**config.mk**
```make
export PLATFORM = sky130hd
export DESIGN_NAME = bm25_label_score_accumulator_flat
export DESIGN_NICKNAME = d
export VERILOG_FILES = /design/src/hw/rtl/bm25_pkg.sv /design/src/hw/rtl/bm25_if.sv /design/src/hw/rtl/bm25_front.sv /design/src/hw/rtl/bm25_queue.sv /design/src/hw/rtl/bm25_back.sv /design/src/hw/rtl/bm25_label_score_accumulator.sv /design/src/flat_wrapper.sv
export SDC_FILE = /design/constraint.sdc
export NUM_CORES = 2
export LEC_CHECK = 0
export BUFFER_PORTS_ARGS = -buffer_cell sky130_fd_sc_hd__buf_2
export CAP_MARGIN = 20
export CORE_ASPECT_RATIO = 1.1
export CORE_MARGIN = 2
export CORE_UTILIZATION = 36
export CTS_BUF_LIST = sky130_fd_sc_hd__clkbuf_4 sky130_fd_sc_hd__clkbuf_8
export DETAILED_ROUTE_END_ITERATION = 16
export PLACE_DENSITY = 0.59
export SLEW_MARGIN = 20
export SYNTH_ARGS = -nofsm -noshare
export SYNTH_HDL_FRONTEND = slang
export SYNTH_HIERARCHICAL = 1
export SYNTH_SLANG_ARGS = --single-unit
```
**constraint.sdc**
```tcl
create_clock -name clock -period 9.7 [get_ports clock]
set_clock_uncertainty 0.2 [all_clocks]
set_input_delay 0.485 -clock clock [delete_from_list [all_inputs] [get_ports clock]]
set_output_delay 0.485 -clock clock [all_outputs]
set_load 0.05 [all_outputs]
```
**src/hw/rtl/bm25_pkg.sv**
```systemverilog
// shared types and constants for the bm25 label score accumulator
package bm25_pkg;

   localparam int SCORE_FRAC_BITS_DEF = 16;
   localparam int WEIGHT_FRAC = 24;
   localparam int LABEL_W = 8;
   localparam int OCCS_W = 16;
   localparam int FLEN_W = 24;
   localparam int WORD_W = 32;
   localparam int NUM_W = OCCS_W + WORD_W;
   localparam int LPROD_W = WORD_W + FLEN_W;
   localparam int DEN_W = LPROD_W + 2;
   localparam int CSR_IDX_W = 8;
   localparam int QUEUE_DEPTH = 2;

   localparam logic [WORD_W-1:0] LENGTH_COEF_RESET = 32'd15099494;
   localparam logic [WORD_W-1:0] LENGTH_BASE_RESET = 32'd5033165;

   localparam logic [CSR_IDX_W-1:0] REG_LENGTH_COEF = 8'd0;
   localparam logic [CSR_IDX_W-1:0] REG_LENGTH_BASE = 8'd1;

   typedef enum logic [1:0] {
      TERM_ZERO,
      TERM_DEGRADED,
      TERM_DIV
   } term_kind_type;

   typedef enum logic [1:0] {
      BACK_IDLE,
      BACK_DIV,
      BACK_DONE
   } back_state_type;

   typedef struct packed {
      logic [LABEL_W-1:0] label;
      term_kind_type      kind;
      logic [NUM_W-1:0]   num;
      logic [DEN_W-1:0]   den;
      logic [WORD_W-1:0]  degraded;
      logic               last_label;
      logic               last_doc;
   } entry_type;

endpackage

```
**src/hw/rtl/bm25_if.sv**
```systemverilog
// channel interfaces: term input, label result, register write
interface bm25_req_if;
   logic                              valid;
   logic                              ready;
   logic [bm25_pkg::LABEL_W-1:0]      label_index;
   logic                              has_data;
   logic [bm25_pkg::OCCS_W-1:0]       occ_count;
   logic [bm25_pkg::FLEN_W-1:0]       field_length;
   logic [bm25_pkg::WORD_W-1:0]       term_weight;
   logic [bm25_pkg::WORD_W-1:0]       fallback_score;
   logic                              last_of_label;
   logic                              last_of_doc;
   modport source (output valid, label_index, has_data, occ_count, field_length,
                   term_weight, fallback_score, last_of_label, last_of_doc,
                   input ready);
   modport sink (input valid, label_index, has_data, occ_count, field_length,
                 term_weight, fallback_score, last_of_label, last_of_doc,
                 output ready);
endinterface

interface bm25_rsp_if;
   logic                              valid;
   logic                              ready;
   logic [bm25_pkg::LABEL_W-1:0]      label_out;
   logic [bm25_pkg::WORD_W-1:0]       label_score;
   logic                              present;
   logic                              doc_done;
   modport source (output valid, label_out, label_score, present, doc_done,
                   input ready);
   modport sink (input valid, label_out, label_score, present, doc_done,
                 output ready);
endinterface

interface bm25_csr_if;
   logic                              valid;
   logic                              ready;
   logic [bm25_pkg::CSR_IDX_W-1:0]    index;
   logic [bm25_pkg::WORD_W-1:0]       data;
   modport source (output valid, index, data, input ready);
   modport sink (input valid, index, data, output ready);
endinterface

```
**src/hw/rtl/bm25_front.sv**
```systemverilog
// front end: registers, term classification, numerator and denominator
module bm25_front (
   input  logic                clock,
   input  logic                reset,
   bm25_req_if.sink            req_bus,
   bm25_csr_if.sink            csr_bus,
   input  logic                q_full,
   output logic                q_push,
   output bm25_pkg::entry_type q_entry
);

   logic [bm25_pkg::WORD_W-1:0]  coef_ff, base_ff;
   logic                         valid_ff;
   logic [bm25_pkg::LABEL_W-1:0] label_ff;
   bm25_pkg::term_kind_type      kind_ff, kind_in;
   logic [bm25_pkg::OCCS_W-1:0]  occs_ff;
   logic [bm25_pkg::NUM_W-1:0]   num_ff;
   logic [bm25_pkg::LPROD_W-1:0] lprod_ff;
   logic [bm25_pkg::WORD_W-1:0]  degraded_ff;
   logic                         last_label_ff, last_doc_ff;
   logic                         take;

   assign csr_bus.ready = 1'b1;
   assign req_bus.ready = !valid_ff || !q_full;
   assign take = req_bus.valid && req_bus.ready;
   assign q_push = valid_ff && !q_full;

   always_comb begin
      if (!req_bus.has_data) begin
         kind_in = bm25_pkg::TERM_ZERO;
      end else if (req_bus.occ_count == '0) begin
         kind_in = bm25_pkg::TERM_DEGRADED;
      end else begin
         kind_in = bm25_pkg::TERM_DIV;
      end
   end

   always_ff @(posedge clock) begin
      if (reset) begin
         coef_ff <= bm25_pkg::LENGTH_COEF_RESET;
         base_ff <= bm25_pkg::LENGTH_BASE_RESET;
      end else if (csr_bus.valid) begin
         if (csr_bus.index == bm25_pkg::REG_LENGTH_COEF) begin
            coef_ff <= csr_bus.data;
         end else if (csr_bus.index == bm25_pkg::REG_LENGTH_BASE) begin
            base_ff <= csr_bus.data;
         end
      end
   end

   always_ff @(posedge clock) begin
      if (reset) begin
         valid_ff <= 1'b0;
      end else if (take) begin
         valid_ff <= 1'b1;
      end else if (q_push) begin
         valid_ff <= 1'b0;
      end
   end

   always_ff @(posedge clock) begin
      if (take) begin
         label_ff      <= req_bus.label_index;
         kind_ff       <= kind_in;
         occs_ff       <= req_bus.occ_count;
         num_ff        <= bm25_pkg::NUM_W'(req_bus.occ_count)
                        * bm25_pkg::NUM_W'(req_bus.term_weight);
         lprod_ff      <= bm25_pkg::LPROD_W'(coef_ff)
                        * bm25_pkg::LPROD_W'(req_bus.field_length);
         degraded_ff   <= req_bus.fallback_score;
         last_label_ff <= req_bus.last_of_label;
         last_doc_ff   <= req_bus.last_of_doc;
      end
   end

   always_comb begin
      q_entry.label      = label_ff;
      q_entry.kind       = kind_ff;
      q_entry.num        = num_ff;
      q_entry.den        = bm25_pkg::DEN_W'({occs_ff, {bm25_pkg::WEIGHT_FRAC{1'b0}}})
                         + bm25_pkg::DEN_W'(base_ff) + bm25_pkg::DEN_W'(lprod_ff);
      q_entry.degraded   = degraded_ff;
      q_entry.last_label = last_label_ff;
      q_entry.last_doc   = last_doc_ff;
   end

endmodule

```
**src/hw/rtl/bm25_queue.sv**
```systemverilog
// short fifo of classified terms between front and back
module bm25_queue (
   input  logic                clock,
   input  logic                reset,
   input  logic                push,
   input  bm25_pkg::entry_type push_entry,
   output logic                full,
   input  logic                pop,
   output logic                empty,
   output bm25_pkg::entry_type pop_entry
);

   localparam int PTR_W = (bm25_pkg::QUEUE_DEPTH > 1) ? $clog2(bm25_pkg::QUEUE_DEPTH) : 1;
   localparam int CNT_W = $clog2(bm25_pkg::QUEUE_DEPTH + 1);
   localparam logic [PTR_W-1:0] LAST_PTR = PTR_W'(bm25_pkg::QUEUE_DEPTH - 1);

   bm25_pkg::entry_type slot_ff [bm25_pkg::QUEUE_DEPTH];
   logic [PTR_W-1:0] wr_ff, rd_ff;
   logic [CNT_W-1:0] count_ff;

   assign full = count_ff == CNT_W'(bm25_pkg::QUEUE_DEPTH);
   assign empty = count_ff == '0;
   assign pop_entry = slot_ff[rd_ff];

   always_ff @(posedge clock) begin
      if (reset) begin
         wr_ff    <= '0;
         rd_ff    <= '0;
         count_ff <= '0;
      end else begin
         if (push) begin
            wr_ff <= (wr_ff == LAST_PTR) ? '0 : wr_ff + 1'b1;
         end
         if (pop) begin
            rd_ff <= (rd_ff == LAST_PTR) ? '0 : rd_ff + 1'b1;
         end
         if (push && !pop) begin
            count_ff <= count_ff + 1'b1;
         end else if (pop && !push) begin
            count_ff <= count_ff - 1'b1;
         end
      end
   end

   always_ff @(posedge clock) begin
      if (push) begin
         slot_ff[wr_ff] <= push_entry;
      end
   end

endmodule

```
**src/hw/rtl/bm25_back.sv**
```systemverilog
// back end: bit-serial divider, label accumulator and result register
module bm25_back #(
   parameter int SCORE_FRAC_BITS = bm25_pkg::SCORE_FRAC_BITS_DEF
) (
   input  logic                clock,
   input  logic                reset,
   input  logic                q_empty,
   input  bm25_pkg::entry_type q_entry,
   output logic                q_pop,
   bm25_rsp_if.source          rsp_bus
);

   localparam int QW = bm25_pkg::NUM_W + SCORE_FRAC_BITS;
   localparam int CNT_W = $clog2(QW);
   localparam int DW = bm25_pkg::DEN_W;
   localparam int WW = bm25_pkg::WORD_W;

   bm25_pkg::back_state_type state_ff, state_in;
   bm25_pkg::entry_type      work_ff;
   logic [QW-1:0]            shift_ff, quot_ff;
   logic [DW-1:0]            rem_ff;
   logic [CNT_W-1:0]         count_ff;
   logic [WW-1:0]            sum_ff;
   logic                     rsp_valid_ff;
   logic [bm25_pkg::LABEL_W-1:0] rsp_label_ff;
   logic [WW-1:0]            rsp_score_ff;
   logic                     rsp_present_ff, rsp_doc_ff;

   logic [DW:0]   trial;
   logic          fits;
   logic [WW-1:0] term_val;
   logic [WW:0]   sum_wide;
   logic [WW-1:0] sum_sat;
   logic          emit, finish, div_last;

   assign trial = {rem_ff, shift_ff[QW-1]};
   assign fits = trial >= {1'b0, work_ff.den};
   assign div_last = count_ff == CNT_W'(QW - 1);
   assign emit = work_ff.last_label || work_ff.last_doc;

   always_comb begin
      case (work_ff.kind)
         bm25_pkg::TERM_DEGRADED: term_val = work_ff.degraded;
         bm25_pkg::TERM_DIV:
            term_val = (|quot_ff[QW-1:WW]) ? '1 : quot_ff[WW-1:0];
         default: term_val = '0;
      endcase
   end

   assign sum_wide = {1'b0, sum_ff} + {1'b0, term_val};
   assign sum_sat = sum_wide[WW] ? '1 : sum_wide[WW-1:0];

   always_comb begin
      state_in = state_ff;
      unique case (state_ff)
         bm25_pkg::BACK_IDLE: begin
            if (!q_empty) begin
               state_in = (q_entry.kind == bm25_pkg::TERM_DIV) ?
                          bm25_pkg::BACK_DIV : bm25_pkg::BACK_DONE;
            end
         end
         bm25_pkg::BACK_DIV: begin
            if (div_last) begin
               state_in = bm25_pkg::BACK_DONE;
            end
         end
         bm25_pkg::BACK_DONE: begin
            if (finish) begin
               state_in = bm25_pkg::BACK_IDLE;
            end
         end
         default: state_in = bm25_pkg::BACK_IDLE;
      endcase
   end

   always_comb begin
      q_pop  = 1'b0;
      finish = 1'b0;
      unique case (state_ff)
         bm25_pkg::BACK_IDLE: q_pop = !q_empty;
         bm25_pkg::BACK_DIV: ;
         bm25_pkg::BACK_DONE: finish = !emit || !rsp_valid_ff || rsp_bus.ready;
         default: ;
      endcase
   end

   always_ff @(posedge clock) begin
      if (reset) begin
         state_ff <= bm25_pkg::BACK_IDLE;
      end else begin
         state_ff <= state_in;
      end
   end

   // restoring division of num * 2^frac by den, one quotient bit a cycle
   always_ff @(posedge clock) begin
      if (q_pop) begin
         work_ff  <= q_entry;
         shift_ff <= {q_entry.num, {SCORE_FRAC_BITS{1'b0}}};
         quot_ff  <= '0;
         rem_ff   <= '0;
         count_ff <= '0;
      end else if (state_ff == bm25_pkg::BACK_DIV) begin
         shift_ff <= {shift_ff[QW-2:0], 1'b0};
         quot_ff  <= {quot_ff[QW-2:0], fits};
         rem_ff   <= fits ? DW'(trial - {1'b0, work_ff.den}) : trial[DW-1:0];
         count_ff <= count_ff + 1'b1;
      end
   end

   always_ff @(posedge clock) begin
      if (reset) begin
         sum_ff       <= '0;
         rsp_valid_ff <= 1'b0;
      end else begin
         if (rsp_valid_ff && rsp_bus.ready) begin
            rsp_valid_ff <= 1'b0;
         end
         if (finish) begin
            sum_ff <= emit ? '0 : sum_sat;
            if (emit) begin
               rsp_valid_ff <= 1'b1;
            end
         end
      end
   end

   always_ff @(posedge clock) begin
      if (finish && emit) begin
         rsp_label_ff   <= work_ff.label;
         rsp_score_ff   <= sum_sat;
         rsp_present_ff <= sum_sat != '0;
         rsp_doc_ff     <= work_ff.last_doc;
      end
   end

   assign rsp_bus.valid       = rsp_valid_ff;
   assign rsp_bus.label_out   = rsp_label_ff;
   assign rsp_bus.label_score = rsp_score_ff;
   assign rsp_bus.present     = rsp_present_ff;
   assign rsp_bus.doc_done    = rsp_doc_ff;

endmodule

```
**src/hw/rtl/bm25_label_score_accumulator.sv**
```systemverilog
// bm25 label score accumulator: an accepted term passes the front register and a two-entry
// queue; the back end dequeues it, runs 48 + SCORE_FRAC_BITS divider steps for a division
// term, then accumulates, waiting in its done state while an earlier result is not taken;
// the front register and the queue take new terms meanwhile
// synchronous active-high reset clears the sum, queue and result valid and
// restores length_coef and length_base to their defaults
module bm25_label_score_accumulator #(
   parameter int SCORE_FRAC_BITS = bm25_pkg::SCORE_FRAC_BITS_DEF
) (
   input logic        clock,
   input logic        reset,
   bm25_req_if.sink   req_bus,
   bm25_rsp_if.source rsp_bus,
   bm25_csr_if.sink   csr_bus
);

   logic                q_push, q_pop, q_full, q_empty;
   bm25_pkg::entry_type push_entry, pop_entry;

   bm25_front u_front (
      .clock   (clock),
      .reset   (reset),
      .req_bus (req_bus),
      .csr_bus (csr_bus),
      .q_full  (q_full),
      .q_push  (q_push),
      .q_entry (push_entry)
   );

   bm25_queue u_queue (
      .clock      (clock),
      .reset      (reset),
      .push       (q_push),
      .push_entry (push_entry),
      .full       (q_full),
      .pop        (q_pop),
      .empty      (q_empty),
      .pop_entry  (pop_entry)
   );

   bm25_back #(
      .SCORE_FRAC_BITS (SCORE_FRAC_BITS)
   ) u_back (
      .clock   (clock),
      .reset   (reset),
      .q_empty (q_empty),
      .q_entry (pop_entry),
      .q_pop   (q_pop),
      .rsp_bus (rsp_bus)
   );

endmodule

```
**src/flat_wrapper.sv**
```systemverilog
// flat-port wrapper written by rule: the top's interface ports become plain ports
module bm25_label_score_accumulator_flat 
#(
   parameter int SCORE_FRAC_BITS = bm25_pkg::SCORE_FRAC_BITS_DEF
)
  (clock, reset, req_bus_valid, req_bus_label_index, req_bus_has_data, req_bus_occ_count, req_bus_field_length, req_bus_term_weight, req_bus_fallback_score, req_bus_last_of_label, req_bus_last_of_doc, req_bus_ready, rsp_bus_valid, rsp_bus_label_out, rsp_bus_label_score, rsp_bus_present, rsp_bus_doc_done, rsp_bus_ready, csr_bus_valid, csr_bus_index, csr_bus_data, csr_bus_ready);
  bm25_req_if req_bus_i ();
  bm25_rsp_if rsp_bus_i ();
  bm25_csr_if csr_bus_i ();
  input logic clock;
  input logic reset;
  input wire logic [$bits(req_bus_i.valid)-1:0] req_bus_valid;
  input wire logic [$bits(req_bus_i.label_index)-1:0] req_bus_label_index;
  input wire logic [$bits(req_bus_i.has_data)-1:0] req_bus_has_data;
  input wire logic [$bits(req_bus_i.occ_count)-1:0] req_bus_occ_count;
  input wire logic [$bits(req_bus_i.field_length)-1:0] req_bus_field_length;
  input wire logic [$bits(req_bus_i.term_weight)-1:0] req_bus_term_weight;
  input wire logic [$bits(req_bus_i.fallback_score)-1:0] req_bus_fallback_score;
  input wire logic [$bits(req_bus_i.last_of_label)-1:0] req_bus_last_of_label;
  input wire logic [$bits(req_bus_i.last_of_doc)-1:0] req_bus_last_of_doc;
  output wire logic [$bits(req_bus_i.ready)-1:0] req_bus_ready;
  output wire logic [$bits(rsp_bus_i.valid)-1:0] rsp_bus_valid;
  output wire logic [$bits(rsp_bus_i.label_out)-1:0] rsp_bus_label_out;
  output wire logic [$bits(rsp_bus_i.label_score)-1:0] rsp_bus_label_score;
  output wire logic [$bits(rsp_bus_i.present)-1:0] rsp_bus_present;
  output wire logic [$bits(rsp_bus_i.doc_done)-1:0] rsp_bus_doc_done;
  input wire logic [$bits(rsp_bus_i.ready)-1:0] rsp_bus_ready;
  input wire logic [$bits(csr_bus_i.valid)-1:0] csr_bus_valid;
  input wire logic [$bits(csr_bus_i.index)-1:0] csr_bus_index;
  input wire logic [$bits(csr_bus_i.data)-1:0] csr_bus_data;
  output wire logic [$bits(csr_bus_i.ready)-1:0] csr_bus_ready;
  assign req_bus_i.valid = req_bus_valid;
  assign req_bus_i.label_index = req_bus_label_index;
  assign req_bus_i.has_data = req_bus_has_data;
  assign req_bus_i.occ_count = req_bus_occ_count;
  assign req_bus_i.field_length = req_bus_field_length;
  assign req_bus_i.term_weight = req_bus_term_weight;
  assign req_bus_i.fallback_score = req_bus_fallback_score;
  assign req_bus_i.last_of_label = req_bus_last_of_label;
  assign req_bus_i.last_of_doc = req_bus_last_of_doc;
  assign req_bus_ready = req_bus_i.ready;
  assign rsp_bus_valid = rsp_bus_i.valid;
  assign rsp_bus_label_out = rsp_bus_i.label_out;
  assign rsp_bus_label_score = rsp_bus_i.label_score;
  assign rsp_bus_present = rsp_bus_i.present;
  assign rsp_bus_doc_done = rsp_bus_i.doc_done;
  assign rsp_bus_i.ready = rsp_bus_ready;
  assign csr_bus_i.valid = csr_bus_valid;
  assign csr_bus_i.index = csr_bus_index;
  assign csr_bus_i.data = csr_bus_data;
  assign csr_bus_ready = csr_bus_i.ready;
  bm25_label_score_accumulator #(.SCORE_FRAC_BITS(SCORE_FRAC_BITS)) u_core (.clock(clock), .reset(reset), .req_bus(req_bus_i), .rsp_bus(rsp_bus_i), .csr_bus(csr_bus_i));
endmodule
```
==> results by group <==
Clock tree
  – Root buf cell: clkbuf_8
  – Clock transition at path regs: 60 ps
  – CTS Sinks: 889
  – CTS tree: built
  – TritonCTS Buffers: 145
  – PostCTS Resize Cnt: 0
  – Clock Tree Buf Depth: 3
  – Htree depth: 4
  – Worst skew pair latency: 850 ps
  – Post-CTS setup buffers: 0
  – Hold buffer count at CTS: 84

Critical path
  – Critical Path Max Stage Delay: 1120 ps
  – Crit-path slowest cell: dfxtp_1
  – Crit path DAT: 8280 ps
  – Crit path max fanout: 25
  – Cell mode on critical path: fa_1
  – Kind of start point of the critical path: register
  – CP Class: reg -> reg
  – RR Startpoint: u_core/u_front/coef_ff[21]
  – CP cell instances: nand2_1 > fa_1 > inv_1 > fa_1 > inv_1 > fa_1 > fa_1 > inv_1 > fa_1 > fa_1 > inv_1 > fa_1 > inv_1 > ha_1 > a21oi_1 > o21bai_1 > a211o_1 > a21oi_1 > and3_1 > a21boi_1 > a21boi_0 > o21bai_1 > xor2_1
  – Crit path max-delay family: adder cells
  – CP bufs+invs: 5
  – Crit path launch: u_core/u_front/coef_ff[21]
  – Crit end category: register
  – CP Data Required Time: 10060 ps

STA
  – Min Tclk post-route: 7920 ps
  – Rel. slew slack: 18.7%
  – Hold WS: 127 ps
  – Fmax achieved: 126 MHz
  – Post-route setup slack: 1780 ps
  – Final hold vios: 0
  – Worst slew pin tran: 1220 ps
  – Final period utilization: 81.6%
  – RSZ-0062 raised after global routing: no
  – TNS Setup: 0 ps
  – Slew Viols, Final: 0
  – # setup viols final: 0

Placement
  – Post-DP HPWL: 153000 um
  – Routability congestion estimate: 0.921
  – Port Buffers: 203
  – Dpl ws: 1800 ps
  – Placed cells: 10.9k

Routing
  – DR iter-0 viols: 3338
  – DRC: 0
  – Avg WL per Cell: 18.5 um
  – Vias per cell: 5.03
  – Final WL: 208000 um
  – DR pass1 iterations: 7
  – Total number of vias: 56.5k
  – Post-route ant nets: 0

Global route
  – Total GRT Usage: 18.2%
  – Remaining global-route overflow: 0
  – Initial antenna violation count: 15
  – Number of global-route vias before repair: 60.9k
  – Largest net degree at the start of global routing: 137
  – First-pass GRT wire length: 333000 um

Finish
  – Core Util, Final: 39.5%
  – Final layout net count: 9882
  – Fraction of layout cells with a size suffix above 1: 8.72%
  – Area grow syn2layout: 8.93%
  – Layout Cells excl Fill: 11.2k

Synthesis
  – Ys async rst share: 0%
  – Synthesis Warnings: 6
  – EDFF count, synth: 656
  – Seq cells post-synth: 889
  – Sequential fraction of the synthesis area: 30.0%
  – Synth unique cells: 109
  – Synth Area per Inst: 10.0 um2
  – Synth Flop Type: edfxtp_1
  – Number of cells produced by synthesis: 8102
  – Post-Syn Area: 81200 um2
  – Syn nets: 9817

Power and ir drop
  – Comb power frac: 68.6%
  – Power per cell area: 358 nW/um2
  – Sw Share: 47.3%
  – Net Sw Power: 15.0 mW
  – Internal: 16.7 mW
  – Seq pwr share: 20.7%
  – LEAKAGE: 39.8 nW
  – Peak VDD IR: 0.000504 V
  – Clock power frac: 10.7%

Floorplan
  – Die W: 457 um
  – Die Span Y: 502 um
  – Die footprint: 229000 um2
  – Initial Utilization: 36.3%
  – Core box area: 224000 um2
  – Cell Rows: 182
  – I/O pin cnt: 205

Job
  – Maxcap violations: 0

Worst hold path
  – Hold Crit Start: req_bus_occ_count[0]
  – Worst hold-check path type: in -> reg

Outcome
  – Outcome: completed
-- layout by cell type, fill, tap and decap left out, drive strengths merged, types with 16 or more instances in the layout --
| cell | count |
|---|---|
| nand2 | 1349 |
| inv | 1257 |
| fa | 1087 |
| edfxtp | 656 |
| and2 | 605 |
| ha | 468 |
| a21oi | 371 |
| buf | 242 |
| dfxtp | 233 |
| o21ai | 226 |
| nor2 | 208 |
| clkbuf | 206 |
| nand3 | 154 |
| mux2 | 150 |
| xnor2 | 131 |
| a21o | 118 |
| xor2 | 92 |
| dlygate4sd3 | 84 |
| nand4 | 52 |
| clkinv | 43 |
| a31oi | 41 |
| nor3 | 38 |
| o21bai | 37 |
| nor2b | 32 |
| and3 | 32 |
| a22oi | 31 |
| nand2b | 29 |
| nand3b | 27 |
| a211oi | 27 |
| o211ai | 26 |
| nor4 | 23 |
| o21a | 21 |
| mux2i | 16 |
-- per-layer routing --
metal,global-route usage (%),share of wire (%),routed length [um],vias to the layer above
li1,-,-,-,26100
met1,22.9,42,88500,28600
met2,31.8,49,103000,1473
met3,2.75,4.9,10200,387
met4,6.59,3.3,6860,14
met5,0,0.039,82,-
-- stage by stage --
stage	cell area [um2]	total power [mW]
2_1_floorplan	81200	22.8
3_3_place_gp	84600	28.0
3_5_place_dp	84600	28.2
4_1_cts	88400	31.9
5_1_grt	88400	34.7
6_report	88500	31.7
-- power by group through the flow --
stage	Combinational, mW	Clock, mW	Sequential [mW]
final	21.7	3.39	6.56
after global routing	24.4	3.67	6.65
after CTS	21.8	3.52	6.58
after detailed placement	21.6	0	6.65
after global placement	21.4	0	6.62
after floorplan	16.2	0	6.64
-- worst paths after layout --
kind,endpoint,slack [ps],cells past startpoint
max,u_core/u_front/lprod_ff[44],1780,23
min reg2reg,u_core/u_back/rsp_bus.label_out[0],220,0
max reg2reg,u_core/u_front/lprod_ff[44],1780,23
min,u_core/u_front/occs_ff[0],130,1
-- final cells by class --
cell class                 instances  area, um2
antenna                            6       15.0
timing repair buffer             326       2160
clock inverter                    55        474
clock buffer                     206       2560
sequential                       889      24400
fill                           21900     135000
multi-input combinational       5553      50500
inverter                        1252       4710
tap                             2944       3680
-- flip-flops by register name, summed over array words and instances (netlist names), 48 cells and up, named ones only --
name	count
u_core/u_back/shift_ff	48
u_core/u_queue/slot_ff	300
u_core/u_front/num_ff	48
u_core/u_back/work_ff	102
u_core/u_back/quot_ff	64
u_core/u_front/lprod_ff	56
u_core/u_back/rem_ff	58
-- cells in the mapped netlist, drive strengths merged, types with 32 or more instances --
cell type     n  area share [%]
a21o        118             1.1
a21oi       371             2.3
a31oi        41            0.32
and2        605             4.7
and3         32            0.25
buf          46            0.41
clkbuf      361             1.7
dfxtp       233             5.7
edfxtp      656              24
fa         1087              27
ha          468             7.2
inv        1252             5.8
mux2        150             2.5
nand2      1349             6.2
nand3       154            0.95
nand4        52            0.41
nor2        208            0.96
nor2b        32            0.25
nor3         38            0.24
o21ai       226             1.4
o21bai       37            0.36
xnor2       131             1.4
xor2         92            0.99
-- logic make-up (layout without fill, tap and decap cells) --
group           count (synthesis)  in the layout  synth area share (%)
compound gates               1010           1010                  7.87
other cells                     2              8               0.00925
flops                         889            889                  30.0
buf+inv                      1660           1839                  7.89
xor+xnor                      223            223                  2.41
mux                           166            166                  2.74
fa+ha+maj                    1555           1555                  34.0
simple gates                 2597           2597                  15.1
Power figures use the tool's default switching activity.
